File: config.mk
export PLATFORM = sky130hd
export DESIGN_NAME = ttms_ctrl
export DESIGN_NICKNAME = d
export VERILOG_FILES = /design/src/design/ttms_pkg.sv /design/src/design/ttms_ctrl.sv
export SDC_FILE = /design/constraint.sdc
export NUM_CORES = 1
export LEC_CHECK = 0
export BUFFER_PORTS_ARGS = -buffer_cell sky130_fd_sc_hd__buf_4
export CORE_MARGIN = 8
export CORE_UTILIZATION = 30
export DETAILED_ROUTE_END_ITERATION = 12
export PLACE_DENSITY = 0.58
export SYNTH_ARGS = -nofsm -noshare
export SYNTH_HDL_FRONTEND = slang
export SYNTH_SLANG_ARGS = --single-unit
export TNS_END_PERCENT = 30
File: constraint.sdc
create_clock -name clock -period 1.55 [get_ports clock]
set_input_delay 0.155 -clock clock [delete_from_list [all_inputs] [get_ports clock]]
set_output_delay 0.155 -clock clock [all_outputs]
set_load 0.01 [all_outputs]
File: src/design/ttms_pkg.sv
// Shared types, constants and helpers of the two-axis trapezoid motion step.
package ttms_pkg;

   typedef struct packed {
      logic               kind;
      logic signed [31:0] target_x;
      logic signed [31:0] target_y;
      logic signed [31:0] final_speed_x;
      logic signed [31:0] final_speed_y;
   } req_type;

   typedef struct packed {
      logic signed [31:0] accel_x;
      logic signed [31:0] accel_y;
      logic signed [31:0] speed_x;
      logic signed [31:0] speed_y;
      logic signed [31:0] left_x;
      logic signed [31:0] left_y;
      logic               moving;
      logic               finished;
   } rsp_type;

   localparam logic [1:0] CSR_ACCEL_LIMIT = 2'd0;
   localparam logic [1:0] CSR_DECEL_LIMIT = 2'd1;
   localparam logic [1:0] CSR_SPEED_LIMIT = 2'd2;
   localparam logic [1:0] CSR_TICK_LENGTH = 2'd3;

   localparam logic KIND_LOAD = 1'b0;

   localparam logic [30:0] ACCEL_RESET = 31'd65536;
   localparam logic [30:0] DECEL_RESET = 31'd65536;
   localparam logic [30:0] SPEED_RESET = 31'd65536;
   localparam logic [16:0] TICK_RESET  = 17'd655;

   localparam logic [40:0] DIST_CAP = 41'h100_0000_0000;

   typedef enum logic [4:0] {
      ST_IDLE, ST_DECODE, ST_LOAD, ST_MUL_VMDT, ST_MUL_ADT, ST_TEST, ST_IDLE_TICK,
      ST_PICK, ST_MUL_SDT, ST_MUL_SS, ST_MUL_GG, ST_MUL_VV, ST_TG_GO, ST_TG_WAIT,
      ST_AD_GO, ST_AD_WAIT, ST_DD_GO, ST_DD_WAIT, ST_DECIDE, ST_MUL_ACC,
      ST_VEL_STEP, ST_VEL_NEW, ST_VSUM, ST_MUL_DELTA, ST_POS, ST_OUT
   } state_type;

   typedef enum logic [4:0] {
      OP_NONE, OP_CAPTURE, OP_LOAD, OP_MUL_VMDT, OP_MUL_ADT, OP_TEST, OP_IDLE_TICK,
      OP_PICK, OP_MUL_SDT, OP_MUL_SS, OP_MUL_GG, OP_MUL_VV, OP_TG_GO, OP_TG_WAIT,
      OP_AD_GO, OP_AD_WAIT, OP_DD_GO, OP_DD_WAIT, OP_DECIDE, OP_MUL_ACC,
      OP_VEL_STEP, OP_VEL_NEW, OP_VSUM, OP_MUL_DELTA, OP_POS, OP_OUT
   } op_type;

   typedef struct packed {
      op_type op;
      logic   axis;
   } cmd_type;

   typedef struct packed {
      logic kind;
      logic motion;
      logic simple;
      logic div_done;
      logic rsp_busy;
   } status_type;

   function automatic logic signed [31:0] sat32(input logic signed [35:0] x);
      if (x > 36'sd2147483647) begin
         return 32'sh7fffffff;
      end else if (x < -36'sd2147483648) begin
         return 32'sh80000000;
      end else begin
         return $signed(x[31:0]);
      end
   endfunction

   function automatic logic [31:0] mag32(input logic signed [31:0] x);
      if (x[31]) begin
         return ~x + 32'd1;
      end else begin
         return x;
      end
   endfunction

endpackage

File: src/design/ttms_ctrl.sv
// Controller: sequences one item through the datapath, one axis after the other.
module ttms_ctrl (
   input  logic                 clock,
   input  logic                 reset,
   input  logic                 req_valid,
   output logic                 req_stall,
   input  ttms_pkg::status_type status,
   output ttms_pkg::cmd_type    cmd
);
   import ttms_pkg::*;

   state_type state_ff, state_in;
   logic      axis_ff, axis_in;

   always_comb begin
      state_in = state_ff;
      axis_in  = axis_ff;
      case (state_ff)
         ST_IDLE:      if (req_valid) state_in = ST_DECODE;
         ST_DECODE:    state_in = (status.kind == KIND_LOAD) ? ST_LOAD : ST_MUL_VMDT;
         ST_LOAD:      state_in = ST_OUT;
         ST_MUL_VMDT:  state_in = ST_MUL_ADT;
         ST_MUL_ADT:   state_in = ST_TEST;
         ST_TEST: begin
            axis_in  = 1'b0;
            state_in = status.motion ? ST_PICK : ST_IDLE_TICK;
         end
         ST_IDLE_TICK: state_in = ST_OUT;
         ST_PICK:      state_in = status.simple ? ST_MUL_ACC : ST_MUL_SDT;
         ST_MUL_SDT:   state_in = ST_MUL_SS;
         ST_MUL_SS:    state_in = ST_MUL_GG;
         ST_MUL_GG:    state_in = ST_MUL_VV;
         ST_MUL_VV:    state_in = ST_TG_GO;
         ST_TG_GO:     state_in = ST_TG_WAIT;
         ST_TG_WAIT:   if (status.div_done) state_in = ST_AD_GO;
         ST_AD_GO:     state_in = ST_AD_WAIT;
         ST_AD_WAIT:   if (status.div_done) state_in = ST_DD_GO;
         ST_DD_GO:     state_in = ST_DD_WAIT;
         ST_DD_WAIT:   if (status.div_done) state_in = ST_DECIDE;
         ST_DECIDE:    state_in = ST_MUL_ACC;
         ST_MUL_ACC:   state_in = ST_VEL_STEP;
         ST_VEL_STEP:  state_in = ST_VEL_NEW;
         ST_VEL_NEW:   state_in = ST_VSUM;
         ST_VSUM:      state_in = ST_MUL_DELTA;
         ST_MUL_DELTA: state_in = ST_POS;
         ST_POS: begin
            axis_in  = 1'b1;
            state_in = axis_ff ? ST_OUT : ST_PICK;
         end
         ST_OUT:       if (!status.rsp_busy) state_in = ST_IDLE;
         default:      state_in = ST_IDLE;
      endcase
   end

   always_comb begin
      cmd.axis  = axis_ff;
      req_stall = (state_ff != ST_IDLE);
      case (state_ff)
         ST_IDLE:      cmd.op = OP_CAPTURE;
         ST_LOAD:      cmd.op = OP_LOAD;
         ST_MUL_VMDT:  cmd.op = OP_MUL_VMDT;
         ST_MUL_ADT:   cmd.op = OP_MUL_ADT;
         ST_TEST:      cmd.op = OP_TEST;
         ST_IDLE_TICK: cmd.op = OP_IDLE_TICK;
         ST_PICK:      cmd.op = OP_PICK;
         ST_MUL_SDT:   cmd.op = OP_MUL_SDT;
         ST_MUL_SS:    cmd.op = OP_MUL_SS;
         ST_MUL_GG:    cmd.op = OP_MUL_GG;
         ST_MUL_VV:    cmd.op = OP_MUL_VV;
         ST_TG_GO:     cmd.op = OP_TG_GO;
         ST_TG_WAIT:   cmd.op = OP_TG_WAIT;
         ST_AD_GO:     cmd.op = OP_AD_GO;
         ST_AD_WAIT:   cmd.op = OP_AD_WAIT;
         ST_DD_GO:     cmd.op = OP_DD_GO;
         ST_DD_WAIT:   cmd.op = OP_DD_WAIT;
         ST_DECIDE:    cmd.op = OP_DECIDE;
         ST_MUL_ACC:   cmd.op = OP_MUL_ACC;
         ST_VEL_STEP:  cmd.op = OP_VEL_STEP;
         ST_VEL_NEW:   cmd.op = OP_VEL_NEW;
         ST_VSUM:      cmd.op = OP_VSUM;
         ST_MUL_DELTA: cmd.op = OP_MUL_DELTA;
         ST_POS:       cmd.op = OP_POS;
         ST_OUT:       cmd.op = status.rsp_busy ? OP_NONE : OP_OUT;
         default:      cmd.op = OP_NONE;
      endcase
   end

   always_ff @(posedge clock) begin
      if (reset) begin
         state_ff <= ST_IDLE;
         axis_ff  <= 1'b0;
      end else begin
         state_ff <= state_in;
         axis_ff  <= axis_in;
      end
   end

endmodule

==> flow_metrics.py, run 1 <==
metrics = {
    "status": {
        "status": "complete, no violations",
    },
    "placed_design": {
        "port_buffers": 14,
        "pre_cts_ws_ns": 0.0375,
        "place_congestion": 0.849,
        "post_dp_cell_area_sq_um": 898,
        "dpl.hpwl_mm": 1.55,
    },
    "timing": {
        "finalMaxSlewViolations": 0,
        "rsz0062_at_grt": "yes",
        "hold_viol_final": 0,
        "period_share": 0.953,
        "tightest_slew_ns": 0.312,
        "max_freq_mhz": 677,
        "period_needed_ns": 1.48,
        "setup_viol": 0,
        "slew_headroom": 0.791,
        "fin_ws_ns": 0.0724,
        "fin_skew_ns": 0.00318,
        "whs_ns": 0.128,
    },
    "power_and_ir_drop": {
        "irDropWorstVdd_v": 0.000622,
        "powerDensity_nw_per_um2": 1430,
        "p_leak_nw": 0.409,
    },
    "floorplanning": {
        "rows": 18,
        "dieArea_sq_um": 4290,
        "core_area_sq_um": 2410,
        "die_w_um": 65.5,
        "die_y_um": 65.5,
        "ios": 15,
        "start_util": 0.305,
    },
    "synth": {
        "syn_avg_cell_area_sq_um": 8.00,
        "synth_edf_count": 0,
        "netlist_instances": 92,
        "synth_ff_type": "dfxtp_1",
        "synth_area_sq_um": 736,
        "ys_warn_count": 0,
        "synthArstFlopShare": 0,
        "ys_ff_latch": 6,
        "yosys.cell_types.count": 46,
        "yosysSeqAreaShare": 0.163,
        "syn-num-nets": 100,
    },
    "cts": {
        "holdBufCountCts": 0,
        "clock_path_buffers": 2,
        "clk_latency_ns": 0.25,
        "cts_buffers": 3,
        "tritoncts": "yes",
        "cts.sinks": 6,
        "root_buffer": "clkbuf_4",
        "path_clk_slew_ns": 0.05,
        "htree_levels": 1,
    },
    "routing": {
        "drc_errors": 0,
        "wl_per_cell_um": 14.6,
        "wirelength_mm": 2.08,
        "detail-route-antenna-nets": 0,
        "route.vias.total": 761,
        "drt-initial-drc-count": 6,
        "drt-pass1-iter-count": 4,
        "via_per_inst": 5.32,
    },
    "layout": {
        "final_area_sq_um": 961,
        "final_util": 0.399,
        "finalNetCount": 123,
        "drive_gt1_frac": 0.416,
        "insertedDiodeCount": 0,
        "syn_to_final_growth_pct": 30.6,
    },
    "global_routing": {
        "grt-ovfl-total": 0,
        "grt_max_degree": 18,
        "grt_pass1_wl_mm": 3.55,
        "grt_pass1_vias": 760,
        "grtUsageTotal": 0.106,
        "antenna_found_initial": 0,
    },
    "worst_setup_path": {
        "cp_max_fo": 10,
        "critPathArrivalTime_ns": 1.59,
        "critPathLaunchType": "flip-flop",
        "required_ns": 1.67,
        "crit_type": "flip-flop to flip-flop",
        "end_kind": "flip-flop",
    },
    "min_path": {
        "min_path_type": "input pin to flip-flop",
    },
    "job": {
        "max_cap_violations": 0,
    },
}
[metrics by stage]
| step | total power [W] | TNS (ns) | cells |
|---|---|---|---|
| 2_1_floorplan | 0.000858 | 0 | 92 |
| 3_3_place_gp | 0.00117 | 0 | 138 |
| 3_5_place_dp | 0.00117 | 0 | 138 |
| 4_1_cts | 0.00134 | 0 | 141 |
| 5_1_grt | 0.00149 | -0.00973 | 143 |
| 6_report | 0.00137 | 0 | 143 |
[synthesized netlist by cell type (3+ instances only)]
cell / n / area, sq um
a211oi_1: 3 / 22.5
nand2b_1: 3 / 18.8
buf_2: 3 / 15.0
nand2_1: 9 / 33.8
buf_4: 3 / 22.5
nor3_1: 3 / 15.0
nor2b_1: 6 / 37.5
inv_1: 3 / 11.3
a21oi_1: 5 / 25.0
buf_6: 4 / 45.0
nor2_1: 4 / 15.0
dfxtp_1: 6 / 120
[per-layer routing]
layer  wire length (um)  vias up  track usage
li1                   -      382            -
met4                 34        0       0.0436
met3                111        5       0.0391
met1                935      355        0.119
met2               1000       19        0.177
met5                  0        -            0
[worst max-delay path, stage by stage, from the launching register on]
cell	delay, ns
dfxtp_4	0.36
buf_4	0.14
and2_4	0.19
a32o_2	0.28
a211oi_2	0.24
a311oi_1	0.12
[kinds of logic after synthesis]
group / count (synthesis) / synth area share
and+or+nand+nor: 41 / 0.333
xor gates and xnor gates: 2 / 0.0238
muxes: 2 / 0.0323
buffers and inverters: 13 / 0.128
AOI/OAI and AO/OA: 28 / 0.320
DFF: 6 / 0.163
[path summary, 6_finish.rpt]
kind,startpoint,to,slack (ns),depth (start not counted)
max,state_ff[3],state_ff[3],0.07,5
min,reset,state_ff[2],0.13,2
max reg2reg,state_ff[3],state_ff[3],0.07,5
min reg2reg,axis_ff,axis_ff,0.53,2
[flip-flops by register name, summed over array words and instances (netlist names)]
| register | cells |
|---|---|
| axis_ff | 1 |
| state_ff | 5 |
[layout by cell type, fill, tap and decap left out, types with 2 or more instances in the layout]
master / n
dfxtp_1: 2
a211oi_1: 3
dfxtp_4: 2
nor3_1: 2
nor2b_1: 6
a311oi_1: 2
buf_4: 27
xor2_1: 2
nand2b_1: 3
clkbuf_4: 3
and3b_1: 2
nor2_1: 4
nand2_1: 9
inv_1: 3
nand3_1: 2
a21o_1: 2
a21oi_1: 5
a21boi_1: 2
dfxtp_2: 2
nor3_2: 2
[where the power goes]
part	internal (W)	switching (W)	leakage, nW	total [W]
Combinational	0.000484	0.000473	0.344	0.000957
Clock	0.0000881	0.0000635	0.0138	0.000152
Sequential	0.000198	0.0000646	0.0513	0.000262
Total	0.000770	0.000602	0.409	0.00137
[final cells by class]
class	count	area (sq um)
flip-flops and latches	6	130
inverters	3	11.3
clock buffers	3	22.5
well taps	30	37.5
fillers	244	1450
multi-input cells	73	537
repair buffers	28	223
[what timing repair did]
item | 4_1_cts | 5_1_grt
resized for setup | 3 | 7
pin swaps | 0 | 1
setup endpoints to repair | 2 | 6
gates cloned | 0 | 0
setup buffers | 0 | 2
No activity file was read; power rests on OpenSTA's default activity.
==> run 2, diff against run 1 <==
==> constraint.sdc (replaced) <==
create_clock -name clock -period 1.5 [get_ports clock]
set_input_delay 0.15 -clock clock [delete_from_list [all_inputs] [get_ports clock]]
set_output_delay 0.15 -clock clock [all_outputs]
set_load 0.01 [all_outputs]
==> flow_metrics.py, run 2 (synthesized netlist as in run 1, its figures left out) <==
metrics = {
    "status": {
        "status": "complete, no violations",
    },
    "layout": {
        "syn_to_final_growth_pct": 28.1,
        "final_common_cell": "buf_4",
        "insertedDiodeCount": 0,
        "regMostFlops": "state_ff",
        "reg.largest.list": "state_ff (5), axis_ff (1)",
        "finalNetCount": 119,
        "final_cell_mix": "22 x buf_4, 9 x nand2_1, 6 x nor2b_1, 5 x a21oi_1, 4 x dfxtp_2",
        "largest_register_ffs": 5,
        "final_util": 0.391,
        "final_area_sq_um": 942,
        "drive_gt1_frac": 0.413,
    },
    "placed_design": {
        "post_dp_cell_area_sq_um": 871,
        "dpl.hpwl_mm": 1.46,
        "pre_cts_ws_ns": -0.0532,
        "place_congestion": 0.843,
        "port_buffers": 14,
    },
    "cts": {
        "htree_levels": 1,
        "postCtsSetupBuffers": 0,
        "root_buffer": "clkbuf_4",
        "clk_latency_ns": 0.24,
        "tritoncts": "yes",
        "path_clk_slew_ns": 0.04,
        "cts_buffers": 3,
        "holdBufCountCts": 0,
        "cts.sinks": 6,
        "clock_path_buffers": 2,
    },
    "floorplanning": {
        "dieArea_sq_um": 4290,
        "start_util": 0.305,
        "rows": 18,
        "die_w_um": 65.5,
        "core_area_sq_um": 2410,
        "die_y_um": 65.5,
        "ios": 15,
    },
    "timing": {
        "fin_skew_ns": 0.00121,
        "tightest_slew_ns": 0.399,
        "period_needed_ns": 1.45,
        "period_share": 0.966,
        "whs_ns": 0.122,
        "setup_viol": 0,
        "slew_headroom": 0.732,
        "rsz0062_at_grt": "yes",
        "finalMaxSlewViolations": 0,
        "max_freq_mhz": 690,
        "fin_ws_ns": 0.0517,
        "hold_viol_final": 0,
    },
    "routing": {
        "via_per_inst": 5.61,
        "wl_met1_um": 849,
        "route.vias.total": 780,
        "route.met2.wl_um": 903,
        "drc_errors": 0,
        "detail-route-antenna-nets": 0,
        "wl_met3_um": 124,
        "highest_layer": "met4",
        "wl_per_cell_um": 13.9,
        "drt-pass1-iter-count": 4,
        "drt-initial-drc-count": 17,
        "wirelength_mm": 1.93,
    },
    "power_and_ir_drop": {
        "p_leak_nw": 0.394,
        "irDropWorstVdd_v": 0.000899,
        "p_total_w": 0.00139,
        "powerDensity_nw_per_um2": 1480,
    },
    "job": {
        "max_cap_violations": 0,
    },
    "worst_setup_path": {
        "critPathLaunchType": "flip-flop",
        "path_cells": "and2_4 > o31ai_2 > nand3_1 > nand2_1 > buf_4",
        "cp_slowest_cell": "dfxtp_2",
        "required_ns": 1.35,
        "crit_type": "flip-flop to output port",
        "critPathMaxStageDelay_ns": 0.44,
        "critPathArrivalTime_ns": 1.30,
        "end_kind": "output port",
        "cp_max_fo": 12,
    },
    "global_routing": {
        "grt_pass1_wl_mm": 3.01,
        "grtUsageTotal": 0.0864,
        "grt-ovfl-total": 0,
        "grt_pass1_vias": 687,
        "antenna_found_initial": 0,
        "grt_max_degree": 15,
    },
    "min_path": {
        "min_path_type": "input pin to flip-flop",
    },
}
## run 2: changes by cell type in the layout (fill, tap and decap cells not counted), sizes merged
| cell | previous run | this run |
|---|---|---|
| buf | 28 | 24 |
## run 2: per-layer routing
layer / up-vias / track usage
met1: 359 / 0.0967
met3: 6 / 0.0323
met2: 38 / 0.138
met5: - / 0
li1: 377 / -
met4: 0 / 0.0490
## run 2: critical path: cells and delay by family, from the launching register on
kind / cells / cell delay [ns]
DFF: 1 / 0.44
AOI/OAI and AO/OA: 1 / 0.09
and+or+nand+nor: 3 / 0.39
buffers and inverters: 1 / 0.14
## run 2: metrics by stage
step / std cells / setup TNS, ns
3_3_place_gp: 136 / -0.0688
3_5_place_dp: 136 / -0.110
5_1_grt: 139 / -0.0862
2_1_floorplan: 92 / 0
4_1_cts: 139 / 0
6_report: 139 / 0
## run 2: final cells by class
class / count / area (sq um)
inverters: 3 / 11.3
fillers: 241 / 1470
multi-input cells: 73 / 554
repair buffers: 24 / 188
flip-flops and latches: 6 / 129
clock buffers: 3 / 22.5
well taps: 30 / 37.5
## run 2: worst paths after layout
path               start          end  slack, ns  cells after the start
max          state_ff[3]       cmd[1]       0.05                      5
min                reset  state_ff[2]       0.12                      2
max reg2reg  state_ff[2]  state_ff[4]       0.07                      4
min reg2reg      axis_ff      axis_ff       0.51                      2
## run 2: what timing repair did
action / CTS / global route
resized for setup: 3 / 11
pin swaps: 0 / 1
setup endpoints to repair: 6 / 7
## run 2: where the power goes
group,switching (W),internal [W],total (W),leakage [nW]
clock network,0.0000528,0.0000901,0.000143,0.0138
logic,0.000479,0.000481,0.000959,0.329
registers,0.0000839,0.000206,0.000290,0.0513
total,0.000616,0.000777,0.00139,0.394
==> run 3, diff against run 2 <==
--- a/config.mk
+++ b/config.mk
@@ -7,9 +7,9 @@
 export LEC_CHECK = 0
 export BUFFER_PORTS_ARGS = -buffer_cell sky130_fd_sc_hd__buf_4
 export CORE_MARGIN = 8
-export CORE_UTILIZATION = 30
+export CORE_UTILIZATION = 40
 export DETAILED_ROUTE_END_ITERATION = 12
-export PLACE_DENSITY = 0.58
+export PLACE_DENSITY = 0.7
 export SYNTH_ARGS = -nofsm -noshare
 export SYNTH_HDL_FRONTEND = slang
 export SYNTH_SLANG_ARGS = --single-unit
==> flow_metrics.py, run 3 (synthesized netlist as in run 1, its figures left out) <==
metrics = {
    "floorplanning": {
        "dieArea_sq_um": 3470,
        "core_area_sq_um": 1730,
        "rows": 15,
        "die_y_um": 58.9,
        "ios": 15,
        "start_util": 0.426,
        "die_w_um": 58.9,
    },
    "worst_setup_path": {
        "end_kind": "flip-flop",
        "crit_type": "flip-flop to flip-flop",
        "path_delay_family": "flip-flops",
        "critPathArrivalTime_ns": 1.68,
        "cp_slowest_cell": "dfxtp_4",
        "required_ns": 1.64,
        "critPathLaunchType": "flip-flop",
        "path_cells": "buf_12 > and2_4 > mux2i_2 > nand3_1 > o31ai_1",
        "r2r_cells": 5,
        "critPathMaxStageDelay_ns": 0.37,
        "cp_max_fo": 7,
        "path_depth": 5,
        "regToRegSetupSlack_ns": -0.04,
        "path_buf_inv": 1,
    },
    "cts": {
        "tritoncts": "yes",
        "htree_levels": 1,
        "clk_latency_ns": 0.25,
        "root_buffer": "clkbuf_4",
        "cts_buffers": 3,
        "clock_path_buffers": 2,
        "path_clk_slew_ns": 0.05,
        "cts.sinks": 6,
    },
    "layout": {
        "regArea_sq_um": 133,
        "final_cell_mix": "27 x buf_4, 9 x nand2_1, 6 x nor2b_1, 5 x a21oi_1",
        "fill_cells": 136,
        "stdcell_count": 142,
        "reg.largest.list": "state_ff (5), axis_ff (1)",
        "finalNetCount": 127,
        "syn_to_final_growth_pct": 45.2,
        "final_common_cell": "buf_4",
        "regMostFlops": "state_ff",
        "insertedDiodeCount": 0,
        "multi_input_area_sq_um": 581,
        "drive_gt1_frac": 0.470,
        "largest_register_ffs": 5,
    },
    "timing": {
        "max_freq_mhz": 648,
        "period_needed_ns": 1.54,
        "setup_viol": 3,
        "slew_headroom": 0.770,
        "hold_viol_final": 0,
        "finalMaxSlewViolations": 0,
        "fin_ws_ns": -0.0421,
        "fin_skew_ns": 0.00886,
        "period_share": 1.03,
        "whs_ns": 0.113,
        "tightest_slew_ns": 0.342,
        "rsz0062_at_grt": "yes",
    },
    "routing": {
        "via_per_inst": 6.10,
        "drt-pass1-iter-count": 4,
        "route.vias.total": 866,
        "wirelength_mm": 2.48,
        "drt-initial-drc-count": 39,
        "wl_per_cell_um": 17.4,
        "drc_errors": 0,
        "detail-route-antenna-nets": 0,
    },
    "power_and_ir_drop": {
        "irDropWorstVdd_v": 0.000747,
        "powerDensity_nw_per_um2": 1520,
        "p_leak_nw": 0.449,
    },
    "placed_design": {
        "port_buffers": 14,
        "dpl.hpwl_mm": 1.43,
        "place_congestion": 0.948,
        "placed_cells": 129,
    },
    "global_routing": {
        "grt-ovfl-total": 0,
        "grt_pass1_wl_mm": 3.15,
        "grtUsageTotal": 0.112,
        "antenna_found_initial": 0,
        "grt_max_degree": 18,
        "grt_pass1_vias": 701,
    },
    "job": {
        "max_cap_violations": 0,
    },
    "status": {
        "failed_checks": "negative setup slack",
        "status": "finished, violations left",
    },
    "min_path": {
        "hold_depth": 2,
        "min_path_type": "input pin to flip-flop",
    },
}
[run 3: cell types whose count changed in the layout (fill, tap and decap cells not counted), moves of 2 or more]
cell     before  now
buf_4        22   27
dfxtp_2       4    1
buf_12        0    2
dfxtp_4       1    3
[run 3: stage by stage]
step,setup slack [ns],setup TNS (ns),total power [W],instance area [sq um],util
final,-0.0421,-0.0492,0.00163,1070,0.619
after global routing,-0.126,-0.332,0.00172,1070,0.619
after CTS,0.000484,0,0.00137,918,0.532
after detailed placement,-0.0521,-0.0647,0.00119,875,0.507
after global placement,-0.0180,-0.0180,0.00117,875,0.507
after floorplan,0.0728,0,0.000886,736,-
[run 3: repair_timing]
action,CTS,global route
cloned,0,1
endpoints found under the hold margin,0,0
pin swaps,0,4
resized for setup,7,13
setup buffers,0,9
hold buffers,0,0
setup endpoints to repair,6,6
[run 3: area by class of cell]
class,instances,share of cell area
Multi-Input combinational cell,73,0.543
Timing Repair Buffer,32,0.272
Sequential cell,6,0.124
Tap cell,25,0.0293
Clock buffer,3,0.0211
Inverter,3,0.0105
[run 3: metal layers]
layer | vias to the layer above | wire length, um | GRT usage
li1 | 391 | - | -
met1 | 405 | 907 | 0.131
met2 | 60 | 1240 | 0.188
met3 | 10 | 262 | 0.0283
met4 | 0 | 71 | 0.0410
met5 | - | 0 | 0
[run 3: power by group]
part           total, W  internal, W  switching (W)
Combinational   0.00117     0.000614       0.000557
Clock          0.000158    0.0000911      0.0000671
Sequential     0.000299     0.000204      0.0000954
[run 3: path summary, 6_finish.rpt]
kind                                  start          end
worst min-delay path                  reset  state_ff[3]
worst max register to register  state_ff[3]  state_ff[1]
worst min register to register      axis_ff      axis_ff
worst max-delay path            state_ff[3]  state_ff[1]
